===== src/rtl/core/rlst_pkg.sv =====
// Shared types and constants for the run-length segment table.
// Used by every file of the block but rlst_ram; depends on nothing.
`default_nettype none

package rlst_pkg;

  localparam int OP_W    = 2;
  localparam int WHEN_W  = 14;
  localparam int LEVEL_W = 16;
  localparam int DUR_W   = 8;
  localparam int IDX_W   = 6;
  localparam int COUNT_W = 7;
  // Walk stops once the running sum reaches the offset, so it never passes
  // the largest offset plus one duration.
  localparam int SUM_W   = 15;

  typedef enum logic [OP_W-1:0] {
    OP_INSERT = 2'd0,
    OP_INVERT = 2'd1,
    OP_READ   = 2'd2,
    OP_CLEAR  = 2'd3
  } op_t;

  typedef enum logic [3:0] {
    S_IDLE,
    S_WALK,
    S_PLAN,
    S_SHIFT,
    S_PUT_NEW,
    S_PUT_TAIL,
    S_PUT_HOST,
    S_INVERT,
    S_READ,
    S_RESP
  } state_t;

  typedef struct packed {
    logic [LEVEL_W-1:0] level;
    logic [DUR_W-1:0]   duration;
  } entry_t;

  // controller -> datapath
  typedef struct packed {
    logic accept;
    logic clear_cnt;
    logic walk_step;
    logic plan;
    logic shift_start;
    logic shift_step;
    logic put_new;
    logic put_tail;
    logic put_host;
    logic inv_step;
    logic read_load;
    logic set_fail;
    logic load_out;
  } cmd_t;

  // datapath -> controller
  typedef struct packed {
    op_t  in_op;
    logic walk_done;
    logic walk_end;
    logic no_room;
    logic shift_needed;
    logic shift_last;
    logic split;
    logic inv_last;
    logic cnt_zero;
    logic read_hit;
    logic out_busy;
  } sts_t;

endpackage

`default_nettype wire


===== src/rtl/core/rlst_channels.sv =====
// Valid/ready channel interfaces for the run-length segment table.
// Depends on rlst_pkg for field widths.
`default_nettype none

interface rlst_item_if;
  logic                        valid;
  logic                        ready;
  logic [rlst_pkg::OP_W-1:0]    operation;
  logic [rlst_pkg::WHEN_W-1:0]  when;
  logic [rlst_pkg::LEVEL_W-1:0] new_level;
  logic [rlst_pkg::DUR_W-1:0]   new_duration;
  logic [rlst_pkg::IDX_W-1:0]   segment_index;

  modport source (output valid, operation, when, new_level, new_duration, segment_index,
                  input ready);
  modport sink   (input valid, operation, when, new_level, new_duration, segment_index,
                  output ready);
endinterface

interface rlst_result_if;
  logic                        valid;
  logic                        ready;
  logic                        status;
  logic [rlst_pkg::LEVEL_W-1:0] read_level;
  logic [rlst_pkg::DUR_W-1:0]   read_duration;
  logic [rlst_pkg::COUNT_W-1:0] segment_count;

  modport source (output valid, status, read_level, read_duration, segment_count,
                  input ready);
  modport sink   (input valid, status, read_level, read_duration, segment_count,
                  output ready);
endinterface

`default_nettype wire


===== src/rtl/core/rlst_ram.sv =====
// Generic single-write, single-read RAM with registered read data.
// No dependencies.
`default_nettype none

module rlst_ram #(
  parameter int WIDTH = 24,
  parameter int DEPTH = 64
) (
  input  wire logic                     clk,
  input  wire logic                     we,
  input  wire logic [$clog2(DEPTH)-1:0] waddr,
  input  wire logic [WIDTH-1:0]         wdata,
  input  wire logic [$clog2(DEPTH)-1:0] raddr,
  output logic      [WIDTH-1:0]         rdata
);

  logic [WIDTH-1:0] mem [DEPTH];

  always_ff @(posedge clk) begin
    if (we) begin
      mem[waddr] <= wdata;
    end
    rdata <= mem[raddr];
  end

endmodule

`default_nettype wire


===== src/rtl/core/rlst_ctrl.sv =====
// Controller state machine of the run-length segment table.
// Depends on rlst_pkg (state, command and status types).
`default_nettype none

module rlst_ctrl (
  input  wire logic           clk,
  input  wire logic           rst,
  input  wire logic           item_valid,
  output logic                item_ready,
  input  wire rlst_pkg::sts_t sts,
  output rlst_pkg::cmd_t      cmd
);

  rlst_pkg::state_t state;
  rlst_pkg::state_t state_next;

  always_ff @(posedge clk) begin
    if (rst) begin
      state <= rlst_pkg::S_IDLE;
    end else begin
      state <= state_next;
    end
  end

  // next state
  always_comb begin
    state_next = state;
    case (state)
      rlst_pkg::S_IDLE: begin
        if (item_valid) begin
          case (sts.in_op)
            rlst_pkg::OP_INSERT: state_next = rlst_pkg::S_WALK;
            rlst_pkg::OP_INVERT: state_next = sts.cnt_zero ? rlst_pkg::S_RESP
                                                           : rlst_pkg::S_INVERT;
            rlst_pkg::OP_READ:   state_next = rlst_pkg::S_READ;
            default:             state_next = rlst_pkg::S_RESP;
          endcase
        end
      end
      rlst_pkg::S_WALK: begin
        if (sts.walk_done) begin
          state_next = rlst_pkg::S_PLAN;
        end else if (sts.walk_end) begin
          state_next = rlst_pkg::S_RESP;
        end
      end
      rlst_pkg::S_PLAN: begin
        if (sts.no_room) begin
          state_next = rlst_pkg::S_RESP;
        end else if (sts.shift_needed) begin
          state_next = rlst_pkg::S_SHIFT;
        end else begin
          state_next = rlst_pkg::S_PUT_NEW;
        end
      end
      rlst_pkg::S_SHIFT: begin
        if (sts.shift_last) begin
          state_next = rlst_pkg::S_PUT_NEW;
        end
      end
      rlst_pkg::S_PUT_NEW: begin
        state_next = sts.split ? rlst_pkg::S_PUT_TAIL : rlst_pkg::S_RESP;
      end
      rlst_pkg::S_PUT_TAIL: state_next = rlst_pkg::S_PUT_HOST;
      rlst_pkg::S_PUT_HOST: state_next = rlst_pkg::S_RESP;
      rlst_pkg::S_INVERT: begin
        if (sts.inv_last) begin
          state_next = rlst_pkg::S_RESP;
        end
      end
      rlst_pkg::S_READ: state_next = rlst_pkg::S_RESP;
      rlst_pkg::S_RESP: begin
        if (!sts.out_busy) begin
          state_next = rlst_pkg::S_IDLE;
        end
      end
      default: state_next = rlst_pkg::S_IDLE;
    endcase
  end

  // outputs
  always_comb begin
    cmd        = '0;
    item_ready = 1'b0;
    case (state)
      rlst_pkg::S_IDLE: begin
        item_ready    = 1'b1;
        cmd.accept    = item_valid;
        cmd.clear_cnt = item_valid && (sts.in_op == rlst_pkg::OP_CLEAR);
      end
      rlst_pkg::S_WALK: begin
        cmd.walk_step = !sts.walk_done && !sts.walk_end;
        cmd.set_fail  = !sts.walk_done && sts.walk_end;
      end
      rlst_pkg::S_PLAN: begin
        cmd.plan        = 1'b1;
        cmd.set_fail    = sts.no_room;
        cmd.shift_start = !sts.no_room && sts.shift_needed;
      end
      rlst_pkg::S_SHIFT:    cmd.shift_step = 1'b1;
      rlst_pkg::S_PUT_NEW:  cmd.put_new    = 1'b1;
      rlst_pkg::S_PUT_TAIL: cmd.put_tail   = 1'b1;
      rlst_pkg::S_PUT_HOST: cmd.put_host   = 1'b1;
      rlst_pkg::S_INVERT:   cmd.inv_step   = 1'b1;
      rlst_pkg::S_READ: begin
        cmd.read_load = sts.read_hit;
        cmd.set_fail  = !sts.read_hit;
      end
      rlst_pkg::S_RESP:     cmd.load_out   = !sts.out_busy;
      default: begin
        cmd        = '0;
        item_ready = 1'b0;
      end
    endcase
  end

`ifndef SYNTHESIS
  a_accept_leaves_idle: assert property (@(posedge clk) disable iff (rst)
    cmd.accept |=> state != rlst_pkg::S_IDLE)
    else $error("accepted transaction did not start work");

  a_host_after_tail: assert property (@(posedge clk) disable iff (rst)
    cmd.put_host |-> $past(cmd.put_tail))
    else $error("host rewrite without tail write");
`endif

endmodule

`default_nettype wire


===== src/rtl/core/rlst_dpath.sv =====
// Datapath of the run-length segment table: segment RAM, walk and shift
// pointer, running sum, segment count and output register.
// Depends on rlst_pkg and rlst_ram.
`default_nettype none

module rlst_dpath #(
  parameter int SEGMENTS = 64
) (
  input  wire logic                            clk,
  input  wire logic                            rst,
  input  wire rlst_pkg::cmd_t                  cmd,
  output rlst_pkg::sts_t                       sts,
  input  wire logic [rlst_pkg::OP_W-1:0]       operation,
  input  wire logic [rlst_pkg::WHEN_W-1:0]     when,
  input  wire logic [rlst_pkg::LEVEL_W-1:0]    new_level,
  input  wire logic [rlst_pkg::DUR_W-1:0]      new_duration,
  input  wire logic [rlst_pkg::IDX_W-1:0]      segment_index,
  output logic                                 res_valid,
  input  wire logic                            res_ready,
  output logic                                 status,
  output logic      [rlst_pkg::LEVEL_W-1:0]    read_level,
  output logic      [rlst_pkg::DUR_W-1:0]      read_duration,
  output logic      [rlst_pkg::COUNT_W-1:0]    segment_count
);

  localparam int AW = $clog2(SEGMENTS);
  localparam int PW = $clog2(SEGMENTS + 1);
  localparam int RW = (PW > rlst_pkg::IDX_W) ? PW : rlst_pkg::IDX_W;

  // latched transaction
  logic [rlst_pkg::WHEN_W-1:0]  when_r;
  logic [rlst_pkg::LEVEL_W-1:0] level_r;
  logic [rlst_pkg::DUR_W-1:0]   dur_r;
  logic [rlst_pkg::IDX_W-1:0]   idx_r;

  logic [PW-1:0]                ptr;
  logic [PW-1:0]                ptr_next;
  logic [PW-1:0]                base;
  logic [PW-1:0]                cnt;
  logic [rlst_pkg::SUM_W-1:0]   sum;
  logic [rlst_pkg::DUR_W-1:0]   delta;
  rlst_pkg::entry_t             host;

  logic                         res_status;
  logic [rlst_pkg::LEVEL_W-1:0] res_level;
  logic [rlst_pkg::DUR_W-1:0]   res_dur;

  rlst_pkg::entry_t             rd_entry;
  rlst_pkg::entry_t             wr_entry;
  logic                         we;
  logic [PW-1:0]                wr_addr;

  logic [rlst_pkg::SUM_W-1:0]   sum_diff;
  logic [rlst_pkg::DUR_W-1:0]   delta_c;
  logic [PW:0]                  gap_c;
  logic [PW-1:0]                gap;
  logic                         split;

  logic [$bits(rlst_pkg::entry_t)-1:0] ram_rdata;

  rlst_ram #(
    .WIDTH ($bits(rlst_pkg::entry_t)),
    .DEPTH (SEGMENTS)
  ) u_ram (
    .clk   (clk),
    .we    (we),
    .waddr (wr_addr[AW-1:0]),
    .wdata (wr_entry),
    .raddr (ptr_next[AW-1:0]),
    .rdata (ram_rdata)
  );

  assign rd_entry = ram_rdata;

  // insert planning
  assign sum_diff = sum - rlst_pkg::SUM_W'(when_r);
  assign delta_c  = sum_diff[rlst_pkg::DUR_W-1:0];
  assign gap_c    = (delta_c != '0) ? (PW+1)'(2) : (PW+1)'(1);
  assign split    = (delta != '0);
  assign gap      = split ? PW'(2) : PW'(1);

  always_comb begin
    sts              = '0;
    sts.in_op        = rlst_pkg::op_t'(operation);
    sts.walk_done    = (sum >= rlst_pkg::SUM_W'(when_r));
    sts.walk_end     = (ptr >= cnt);
    sts.no_room      = (({1'b0, cnt} + gap_c) > (PW+1)'(SEGMENTS));
    sts.shift_needed = (cnt > ptr);
    sts.shift_last   = (ptr == base);
    sts.split        = split;
    sts.inv_last     = ((ptr + PW'(1)) == cnt);
    sts.cnt_zero     = (cnt == '0);
    sts.read_hit     = (RW'(idx_r) < RW'(cnt));
    sts.out_busy     = res_valid && !res_ready;
  end

  // read pointer; the RAM address is its next value
  always_comb begin
    ptr_next = ptr;
    if (cmd.accept) begin
      ptr_next = (rlst_pkg::op_t'(operation) == rlst_pkg::OP_READ) ? PW'(segment_index)
                                                                   : '0;
    end else if (cmd.walk_step || cmd.inv_step) begin
      ptr_next = ptr + PW'(1);
    end else if (cmd.shift_start) begin
      ptr_next = cnt - PW'(1);
    end else if (cmd.shift_step) begin
      ptr_next = ptr - PW'(1);
    end
  end

  // write port
  always_comb begin
    we       = 1'b0;
    wr_addr  = '0;
    wr_entry = '0;
    if (cmd.shift_step) begin
      we       = 1'b1;
      wr_addr  = ptr + gap;
      wr_entry = rd_entry;
    end else if (cmd.put_new) begin
      we                = 1'b1;
      wr_addr           = base;
      wr_entry.level    = level_r;
      wr_entry.duration = dur_r;
    end else if (cmd.put_tail) begin
      we                = 1'b1;
      wr_addr           = base + PW'(1);
      wr_entry.level    = host.level;
      wr_entry.duration = delta;
    end else if (cmd.put_host) begin
      we                = 1'b1;
      wr_addr           = base - PW'(1);
      wr_entry.level    = host.level;
      wr_entry.duration = host.duration - delta;
    end else if (cmd.inv_step) begin
      we                = 1'b1;
      wr_addr           = ptr;
      wr_entry.level    = (rd_entry.level == '0) ? rlst_pkg::LEVEL_W'(1) : '0;
      wr_entry.duration = rd_entry.duration;
    end
  end

  // control state
  always_ff @(posedge clk) begin
    if (rst) begin
      cnt       <= '0;
      res_valid <= 1'b0;
    end else begin
      if (cmd.clear_cnt) begin
        cnt <= '0;
      end else if (cmd.put_new && !split) begin
        cnt <= cnt + PW'(1);
      end else if (cmd.put_host) begin
        cnt <= cnt + PW'(2);
      end
      if (cmd.load_out) begin
        res_valid <= 1'b1;
      end else if (res_ready) begin
        res_valid <= 1'b0;
      end
    end
  end

  // payload
  always_ff @(posedge clk) begin
    ptr <= ptr_next;
    if (cmd.accept) begin
      when_r     <= when;
      level_r    <= new_level;
      dur_r      <= new_duration;
      idx_r      <= segment_index;
      sum        <= '0;
      res_status <= 1'b0;
      res_level  <= '0;
      res_dur    <= '0;
    end
    if (cmd.walk_step) begin
      sum  <= sum + rlst_pkg::SUM_W'(rd_entry.duration);
      host <= rd_entry;
    end
    if (cmd.plan) begin
      base  <= ptr;
      delta <= delta_c;
    end
    if (cmd.set_fail) begin
      res_status <= 1'b1;
    end
    if (cmd.read_load) begin
      res_level <= rd_entry.level;
      res_dur   <= rd_entry.duration;
    end
    if (cmd.load_out) begin
      status        <= res_status;
      read_level    <= res_level;
      read_duration <= res_dur;
      segment_count <= rlst_pkg::COUNT_W'(cnt);
    end
  end

`ifndef SYNTHESIS
  a_cnt_in_range: assert property (@(posedge clk) disable iff (rst)
    {1'b0, cnt} <= (PW+1)'(SEGMENTS))
    else $error("segment count above capacity");

  a_shift_moves_up: assert property (@(posedge clk) disable iff (rst)
    cmd.shift_step |-> (wr_addr > ptr) && (ptr >= base))
    else $error("shift move outside the tail");
`endif

endmodule

`default_nettype wire


===== src/rtl/core/run_length_segment_table.sv =====
// Top level of the run-length segment table: controller plus datapath.
// Depends on rlst_pkg, rlst_channels, rlst_ctrl, rlst_dpath (and rlst_ram).
`default_nettype none

// Keeps an ordered table of up to SEGMENTS waveform segments (16-bit level,
// 8-bit duration) in one single-port-write RAM, and answers one result
// transaction per item transaction. Insert walks the running sum of
// durations from the front, one entry per cycle, then moves the tail up by
// one or two places, one entry per cycle, then writes the new segment (and,
// for a split, the two halves of the host). A new item is taken only once the
// last one is done and its result is in the output register. The RAM does
// one read and one write per cycle. Offsets past the end and inserts with no
// room give status 1 and leave the table as it was; a read at or above the
// count gives status 1 and zero fields. The result sits in an output
// register, so the next item is taken while it waits; a new result waits in
// turn until that register is free. Table contents need no clearing after
// reset: only entries below the count are ever read.

module run_length_segment_table #(
  parameter int SEGMENTS = 64
) (
  input  wire logic    clk,
  input  wire logic    rst,
  rlst_item_if.sink    items,
  rlst_result_if.source results
);

  rlst_pkg::cmd_t cmd;
  rlst_pkg::sts_t sts;
  logic           item_ready;

  assign items.ready = item_ready;

  rlst_ctrl u_ctrl (
    .clk        (clk),
    .rst        (rst),
    .item_valid (items.valid),
    .item_ready (item_ready),
    .sts        (sts),
    .cmd        (cmd)
  );

  rlst_dpath #(
    .SEGMENTS (SEGMENTS)
  ) u_dpath (
    .clk           (clk),
    .rst           (rst),
    .cmd           (cmd),
    .sts           (sts),
    .operation     (items.operation),
    .when          (items.when),
    .new_level     (items.new_level),
    .new_duration  (items.new_duration),
    .segment_index (items.segment_index),
    .res_valid     (results.valid),
    .res_ready     (results.ready),
    .status        (results.status),
    .read_level    (results.read_level),
    .read_duration (results.read_duration),
    .segment_count (results.segment_count)
  );

endmodule

`default_nettype wire


===== src/flat_wrapper.sv =====
// flat-port wrapper written by rule: the top's interface ports become plain ports
module run_length_segment_table_flat 
#(
  parameter int SEGMENTS = 64
)
  (clk, rst, items_valid, items_operation, items_when, items_new_level, items_new_duration, items_segment_index, items_ready, results_valid, results_status, results_read_level, results_read_duration, results_segment_count, results_ready);
  rlst_item_if items_i ();
  rlst_result_if results_i ();
  input  wire logic clk;
  input  wire logic rst;
  input wire logic [$bits(items_i.valid)-1:0] items_valid;
  input wire logic [$bits(items_i.operation)-1:0] items_operation;
  input wire logic [$bits(items_i.when)-1:0] items_when;
  input wire logic [$bits(items_i.new_level)-1:0] items_new_level;
  input wire logic [$bits(items_i.new_duration)-1:0] items_new_duration;
  input wire logic [$bits(items_i.segment_index)-1:0] items_segment_index;
  output wire logic [$bits(items_i.ready)-1:0] items_ready;
  output wire logic [$bits(results_i.valid)-1:0] results_valid;
  output wire logic [$bits(results_i.status)-1:0] results_status;
  output wire logic [$bits(results_i.read_level)-1:0] results_read_level;
  output wire logic [$bits(results_i.read_duration)-1:0] results_read_duration;
  output wire logic [$bits(results_i.segment_count)-1:0] results_segment_count;
  input wire logic [$bits(results_i.ready)-1:0] results_ready;
  assign items_i.valid = items_valid;
  assign items_i.operation = items_operation;
  assign items_i.when = items_when;
  assign items_i.new_level = items_new_level;
  assign items_i.new_duration = items_new_duration;
  assign items_i.segment_index = items_segment_index;
  assign items_ready = items_i.ready;
  assign results_valid = results_i.valid;
  assign results_status = results_i.status;
  assign results_read_level = results_i.read_level;
  assign results_read_duration = results_i.read_duration;
  assign results_segment_count = results_i.segment_count;
  assign results_i.ready = results_ready;
  run_length_segment_table #(.SEGMENTS(SEGMENTS)) u_core (.clk(clk), .rst(rst), .items(items_i), .results(results_i));
endmodule

===== config.mk =====
export PLATFORM = sky130hd
export DESIGN_NAME = run_length_segment_table_flat
export DESIGN_NICKNAME = d
export VERILOG_FILES = /design/src/rtl/core/rlst_pkg.sv /design/src/rtl/core/rlst_channels.sv /design/src/rtl/core/rlst_ram.sv /design/src/rtl/core/rlst_ctrl.sv /design/src/rtl/core/rlst_dpath.sv /design/src/rtl/core/run_length_segment_table.sv /design/src/flat_wrapper.sv
export SDC_FILE = /design/constraint.sdc
export NUM_CORES = 2
export LEC_CHECK = 0
export BUFFER_PORTS_ARGS = -buffer_cell sky130_fd_sc_hd__buf_2
export CAP_MARGIN = 10
export CELL_PAD_IN_SITES_DETAIL_PLACEMENT = 1
export CELL_PAD_IN_SITES_GLOBAL_PLACEMENT = 1
export CORE_MARGIN = 3
export CORE_UTILIZATION = 53
export DETAILED_ROUTE_END_ITERATION = 10
export GPL_TIMING_DRIVEN = 0
export MAX_ROUTING_LAYER = met4
export PLACE_DENSITY_LB_ADDON = 0.25
export SLEW_MARGIN = 10
export SYNTH_ARGS = -nofsm -noshare
export SYNTH_HDL_FRONTEND = slang
export SYNTH_SLANG_ARGS = --single-unit

===== constraint.sdc =====
create_clock -name clk -period 7.45 [get_ports clk]
set_input_delay 0.745 -clock clk [delete_from_list [all_inputs] [get_ports clk]]
set_output_delay 0.745 -clock clk [all_outputs]
set_load 0.01 [all_outputs]

# After elaboration in Yosys (flattened, before gate mapping)
# Memory sizes are Yosys's and may differ from the RTL's. A register that Yosys moved wholly into a read port is not among the register bits.
# Cells that the tools add are included.
# totals
ff_bits	174
ram_bits	1536
input_bits	50
out_inout_bits	34
wordCells	145
memories	1
# op_classes
n_addsub	12
order_cmp	5
eq_ne	19
n_mux	59
n_reduce_logical	28
# memory_table
memory	words	width	read_ports	rd_clocked_by_memory_dff	wr	line_no	text
u_core.u_dpath.u_ram.mem	64	24	1	1	1	rlst_ram.sv:17	logic [WIDTH-1:0] mem [DEPTH];
# ops
op	count
24-bit 2-to-1 mux	4
7-bit 2-to-1 mux	6
4-bit 2-to-1 mux	9
6-bit 2-to-1 mux	6
4-bit case mux with 9 select lines	1
16-bit 2-to-1 mux	2
15-bit 2-to-1 mux	2
1-bit 2-to-1 mux	19
4-bit by 3-bit == test with 1-bit output, second input constant	4
16-bit logical NOT	1
8-bit 2-to-1 mux	2
8-bit nonzero test	2
8-bit subtractor	2
15-bit by 8-bit adder with 15-bit output	1
15-bit by 14-bit greater-or-equal comparator with 1-bit output	1
7-bit by 1-bit adder with 7-bit output, second input constant	2
7-bit == test	2
7-bit by 1-bit subtractor with 7-bit output, second input constant	2
4-bit case mux with 3 select lines	1
9-bit 2-to-1 mux	1
7-bit by 2-bit adder with 8-bit output	1
4-bit by 2-bit == test with 1-bit output, second input constant	2
4-bit == test, second input constant	2
8-bit by 7-bit greater-than comparator with 1-bit output, second input constant	1
other kinds (26)	47

# Logic depth before layout (Yosys ltp)
# depth
depth_word	11
ltp_mapped	29
ltp_nobuf	25

# By module
# Synthesis repeated with hierarchy kept, for this count alone.
# unflattened
hier_cells	3522
hier_area_um2	69156.3
# modules_own_cells
module	n_inst	cells_each	area_each_um2	seq_area_each_um2
rlst_ram	1	2610	59295.6	46604.7
rlst_dpath	1	829	9263.9	4954.8
rlst_ctrl	1	83	596.8	80.1

# Worst setup path before layout
# No wires, ideal clock.
# synth_timing
path_type	flip-flop to flip-flop
startpoint	register u_core.u_dpath.when_r[1] (netlist bit)
endpoint	register u_core.u_dpath.u_ram.rdata[18], read port of u_core.u_dpath.u_ram.mem
setup_time_ns	0.117
arrival_time_ns	6.312
t_required_ns	7.333
path_slack_ns	1.021
stages_incl_launch_ff	26
path_buffers	2
synth_period_minus_slack_ns	6.429
path_cell_list	edfxtp_1 inv_1 ha_1 nor2b_1 o21ai_0 nand2b_1 a21oi_1 xnor2_1 or4b_2 or3_1 inv_1 ha_1 fa_1 or4_1 a31o_1 or4b_1 buf_2 mux2i_1 a211oi_4 clkinv_1 nor2_2 clkbuf_1 a32oi_1 a31oi_1 a21oi_1 a32o_1
# synth_between
elab_chain_cells	11
elab_cells_between_ends	16
classes_between	add/sub (2); order compare (2); mux (6); reduce/logical (6)
# synth_rtl
item	line_no	text
start: declaration	rlst_dpath.sv:31	logic [rlst_pkg::WHEN_W-1:0] when_r;
start signal: assignment	rlst_dpath.sv:169	when_r <= when;
8-bit subtractor	rlst_dpath.sv:76	assign sum_diff = sum - rlst_pkg::SUM_W'(when_r);
via u_core.u_dpath.sum_diff (one bit)	rlst_dpath.sv:53	logic [rlst_pkg::SUM_W-1:0] sum_diff;
8-bit nonzero test	rlst_dpath.sv:78	assign gap_c = (delta_c != '0) ? (PW+1)'(2) : (PW+1)'(1);
2-bit 2-to-1 mux	rlst_dpath.sv:78	
7-bit by 2-bit adder with 8-bit output	rlst_dpath.sv:87	sts.no_room = (({1'b0, cnt} + gap_c) > (PW+1)'(SEGMENTS));
8-bit by 7-bit greater-than comparator with 1-bit output	rlst_dpath.sv:87	
1-bit logical NOT	rlst_ctrl.sv:98	cmd.shift_start = !sts.no_room && sts.shift_needed;
1-bit logical AND	rlst_ctrl.sv:98	
2-bit 2-to-1 mux	rlst_ctrl.sv:85	case (state)
7-bit 2-to-1 mux	rlst_dpath.sv:105	end else if (cmd.shift_start) begin
7-bit 2-to-1 mux	rlst_dpath.sv:103	end else if (cmd.walk_step || cmd.inv_step) begin
7-bit 2-to-1 mux	rlst_dpath.sv:100	if (cmd.accept) begin
via u_core.u_dpath.ptr_next[2]	rlst_dpath.sv:37	logic [PW-1:0] ptr_next;
end: declaration	rlst_ram.sv:14	output logic [WIDTH-1:0] rdata
# The timed path passes the listed nets, and every way through them passes these cells.
# A chain may end at the register's enable or synchronous reset.

# Final worst setup path
# layout_timing
startpoint	register u_core.u_dpath.when_r[1] (netlist bit)
endpoint	register u_core.u_dpath.u_ram.rdata[21], read port of u_core.u_dpath.u_ram.mem
# layout_between
elab_chain_cells	11
elab_cells_between_ends	16
classes_between	add/sub (2); order compare (2); mux (6); reduce/logical (6)
# layout_rtl
item	line_no
8-bit subtractor	rlst_dpath.sv:76
via u_core.u_dpath.sum_diff (one bit)	rlst_dpath.sv:53
8-bit nonzero test	rlst_dpath.sv:78
2-bit 2-to-1 mux	rlst_dpath.sv:78
7-bit by 2-bit adder with 8-bit output	rlst_dpath.sv:87
8-bit by 7-bit greater-than comparator with 1-bit output	rlst_dpath.sv:87
1-bit logical NOT	rlst_ctrl.sv:98
1-bit logical AND	rlst_ctrl.sv:98
2-bit 2-to-1 mux	rlst_ctrl.sv:85
7-bit 2-to-1 mux	rlst_dpath.sv:105
7-bit 2-to-1 mux	rlst_dpath.sv:103
7-bit 2-to-1 mux	rlst_dpath.sv:100
# The timed path passes the listed nets, and every way through them passes these cells.

==> flow_summary_export.csv <==
group,metric,value,unit
clock_tree,clock_latency,0.82,ns
placed_design,port_buffers,83,
placed_design,place.gp.congestion,0.973,
final_layout,fin_area,81100,sq um
yosys,synthMuxAreaShare,0.0162,
placed_design,dpl_cell_area,73700,sq um
final_layout,layout.nets,5629,
drt,ant_nets,0,
placed_design,hpwl,166,mm
yosys,synth_xor_area_frac,0.00781,
yosys,synth_ff_type,"edfxtp_1",
global_route,grt_max_degree,65,
clock_tree,cts.sinks,1734,
yosys,synth_cell_types,76,
yosys,synth_nets,5295,
power,leakage,27.9,nW
clock_tree,cts_tree,"yes",
floorplan,initial_core_util,0.535,
yosys,yosys.area_share.simple,0.135,
clock_tree,cts_htree_levels,4,
yosys,ys_seq_area_frac,0.742,
global_route,met1_usage,0.468,
timing,hold_viol,0,
timing,max_freq,136,MHz
drt,drtIter0Drc,6616,
clock_tree,clk_pin_slew,0.06,ns
worst_setup_path,cp_max_fo,10,
final_layout,final_cell_mix,"edfxtp_1 (1691), nand2_1 (1236), nand3_1 (376), nor2_1 (224), a21oi_1 (201)",
yosys,netlist_area,69600,sq um
run_status,status,"completed",
global_route,antenna_found_initial,10,
yosys,synth_area_leaders,"edfxtp_1 (73%), nand2_1 (6.8%), nand3_1 (3.0%), a21oi_1 (1.6%), nor2_1 (1.6%)",
clock_tree,holdBufCountCts,0,
drt,finalWirelength,246,mm
floorplan,die_height,368,um
global_route,top_usage_layer,"met2",
yosys,synth-warning-count,0,
placed_design,place_worst_setup_slack,-2.17,ns
yosys,avgSynthCellArea,13.4,sq um
final_layout,area_growth,16.6,%
yosys,synthArstFlopShare,0,
final_layout,mostFrequentLayoutCell,"edfxtp_1",
timing,slew_headroom,0.100,
timing,worstMarginPinSlew,1.35,ns
flow_run,maxCapViolations,0,
floorplan,core.rowCount,132,
final_layout,register_area,51600,sq um
clock_tree,cts-root-buf,"clkbuf_16",
floorplan,core-area,130000,sq um
worst_setup_path,worstPathRequired,8.10,ns
timing,layout_min_cycle_time,7.38,ns
yosys,synth_cells,5185,
yosys,yosysTopAreaCellShare,0.730,
timing,slew_viol_final,0,
global_route,track_usage,0.372,
drt,drtPass1Iterations,6,
floorplan,die_width,368,um
global_route,met2_usage,0.568,
clock_tree,clock_path_buffers,3,
drt,avgViaCountPerCell,6.49,
yosys,ys_ff_latch,1734,
clock_tree,numCtsBuffers,177,
global_route,first_global_vias,49500,
worst_hold_path,hp-class,"in2reg",
worst_setup_path,crit_type,"reg2reg",
drt,drc,0,
timing,fin_crit_sh,0.990,
power,peakVddDrop,0.263,mV
worst_setup_path,arrival,8.03,ns
floorplan,design.die.area,136000,sq um
timing,setup_viol,0,
floorplan,pin_count,84,
final_layout,multi_input_area,18000,sq um
yosys,synth_top_area_cell,"edfxtp_1",
power,p_per_area,397,nW/um^2
timing,setup_ws,0.0712,ns
yosys,synthAdderAreaFrac,0.0113,
global_route,grt_pass1_wl,351,mm
global_route,use_met3,0.0782,
yosys,synth-edff-count,1691,
final_layout,fill_cells,12200,
yosys,synth_top_family_by_area,"simple AND/OR/NAND/NOR gates",
drt,via_count,48100,
final_layout,drive_gt1_frac,0.162,
global_route,overflow,0,
worst_setup_path,start_kind,"flip-flop",
worst_setup_path,cp-end-kind,"flip-flop",
yosys,synth_compound_area_frac,0.0648,
timing,hold_ws,0.107,ns
drt,wl_per_cell,33.2,um
timing,finClkSkew,0.0318,ns
## what timing repair did
action	in CTS	in global routing
endpoints found under the setup margin	24	24
pin swaps	28	25
setup buffers	19	9
cloned	0	2
resized for setup	407	120
## path summary, 6_finish.rpt
path / start / endpoint / slack, ns / depth (start not counted)
worst min register to register: u_core.u_dpath.res_dur[5] / u_core.u_dpath.read_duration[5] / 0.42 / 0
worst max-delay path: u_core.u_dpath.when_r[1] / u_core.u_dpath.u_ram.rdata[21] / 0.07 / 26
worst min-delay path: items_new_level[11] / u_core.u_dpath.level_r[11] / 0.11 / 1
worst max register to register: u_core.u_dpath.when_r[1] / u_core.u_dpath.u_ram.rdata[21] / 0.07 / 26
## flip-flops by register name, summed over array words and instances (netlist names), 8 cells and up
name	count
u_core.u_dpath.when_r	14
u_core.u_dpath.u_ram.rdata	24
u_core.u_dpath.dur_r	8
u_core.u_dpath.sum	15
u_core.u_dpath.u_ram.mem	1536
u_core.u_dpath.res_dur	8
u_core.u_dpath.read_duration	8
u_core.u_dpath.delta	8
u_core.u_dpath.level_r	16
u_core.u_dpath.res_level	16
u_core.u_dpath.read_level	16
u_core.u_dpath.host	24
## power by group
part | switching (mW) | total, mW | leakage (nW) | internal [mW]
registers | 0.295 | 11.6 | 14.9 | 11.3
clock network | 3.82 | 8.64 | 2.72 | 4.82
logic | 8.72 | 12.0 | 10.2 | 3.27
total | 12.8 | 32.2 | 27.9 | 19.4
## metal layers
| layer | share of wire | up-vias | wire [um] |
|---|---|---|---|
| met5 | 0 | - | 0 |
| met3 | 0.10 | 574 | 25500 |
| met1 | 0.37 | 24600 | 90500 |
| li1 | - | 19900 | - |
| met4 | 0.063 | 0 | 15400 |
| met2 | 0.47 | 3036 | 115000 |
## critical path, stage by stage, from the launching register on
cell	delay, ns
edfxtp_1	0.39
inv_1	0.07
ha_1	0.32
nor2b_1	0.16
o21ai_1	0.18
nand2b_1	0.15
a21oi_2	0.21
xnor2_2	0.12
or4b_4	0.55
or3_4	0.44
inv_1	0.08
ha_2	0.18
fa_1	0.43
or4_1	0.41
a31o_1	0.24
or4b_4	0.50
buf_6	0.16
mux2_4	0.29
a221o_1	0.41
buf_6	0.23
nor2_8	0.24
buf_4	0.23
buf_4	0.26
a32oi_1	0.18
a31oi_1	0.31
nand4_1	0.17
and3b_1	0.29
## synth_stat cells, types with 52 or more instances
library cell,n
a21oi_1,222
a22oi_1,110
a31oi_1,94
a32oi_1,53
buf_2,52
clkbuf_1,204
edfxtp_1,1691
ha_1,55
inv_1,58
mux2i_1,94
nand2_1,1252
nand3_1,412
nand4_1,74
nor2_1,291
## metrics by stage
stage | setup TNS [ns] | power (mW) | std cells | util
2_1_floorplan | 0 | 17.0 | 5185 | -
3_3_place_gp | -85.36 | 21.7 | 7010 | 0.555
3_5_place_dp | -45.99 | 22.2 | 7054 | 0.567
4_1_cts | 0 | 31.5 | 7394 | 0.621
5_1_grt | -0.00855 | 33.0 | 7410 | 0.624
6_report | 0 | 32.2 | 7412 | 0.624
## kinds of logic after synthesis
kind of cell,count (synthesis)
DFF,1734
muxes,103
AOI/OAI and AO/OA,671
and+or+nand+nor,2186
adders and majority gates,60
xor gates and xnor gates,62
buffers and inverters,369
## final cells by class
class,count,share of cell area
inverters,64,0.00302
flip-flops and latches,1734,0.637
repair buffers,157,0.0199
multi-input cells,3082,0.222
clock inverters,96,0.00910
plain buffers,303,0.0232
well taps,1742,0.0269
clock buffers,226,0.0590
diodes,8,0.000247
(Power assumes the default switching activity.)
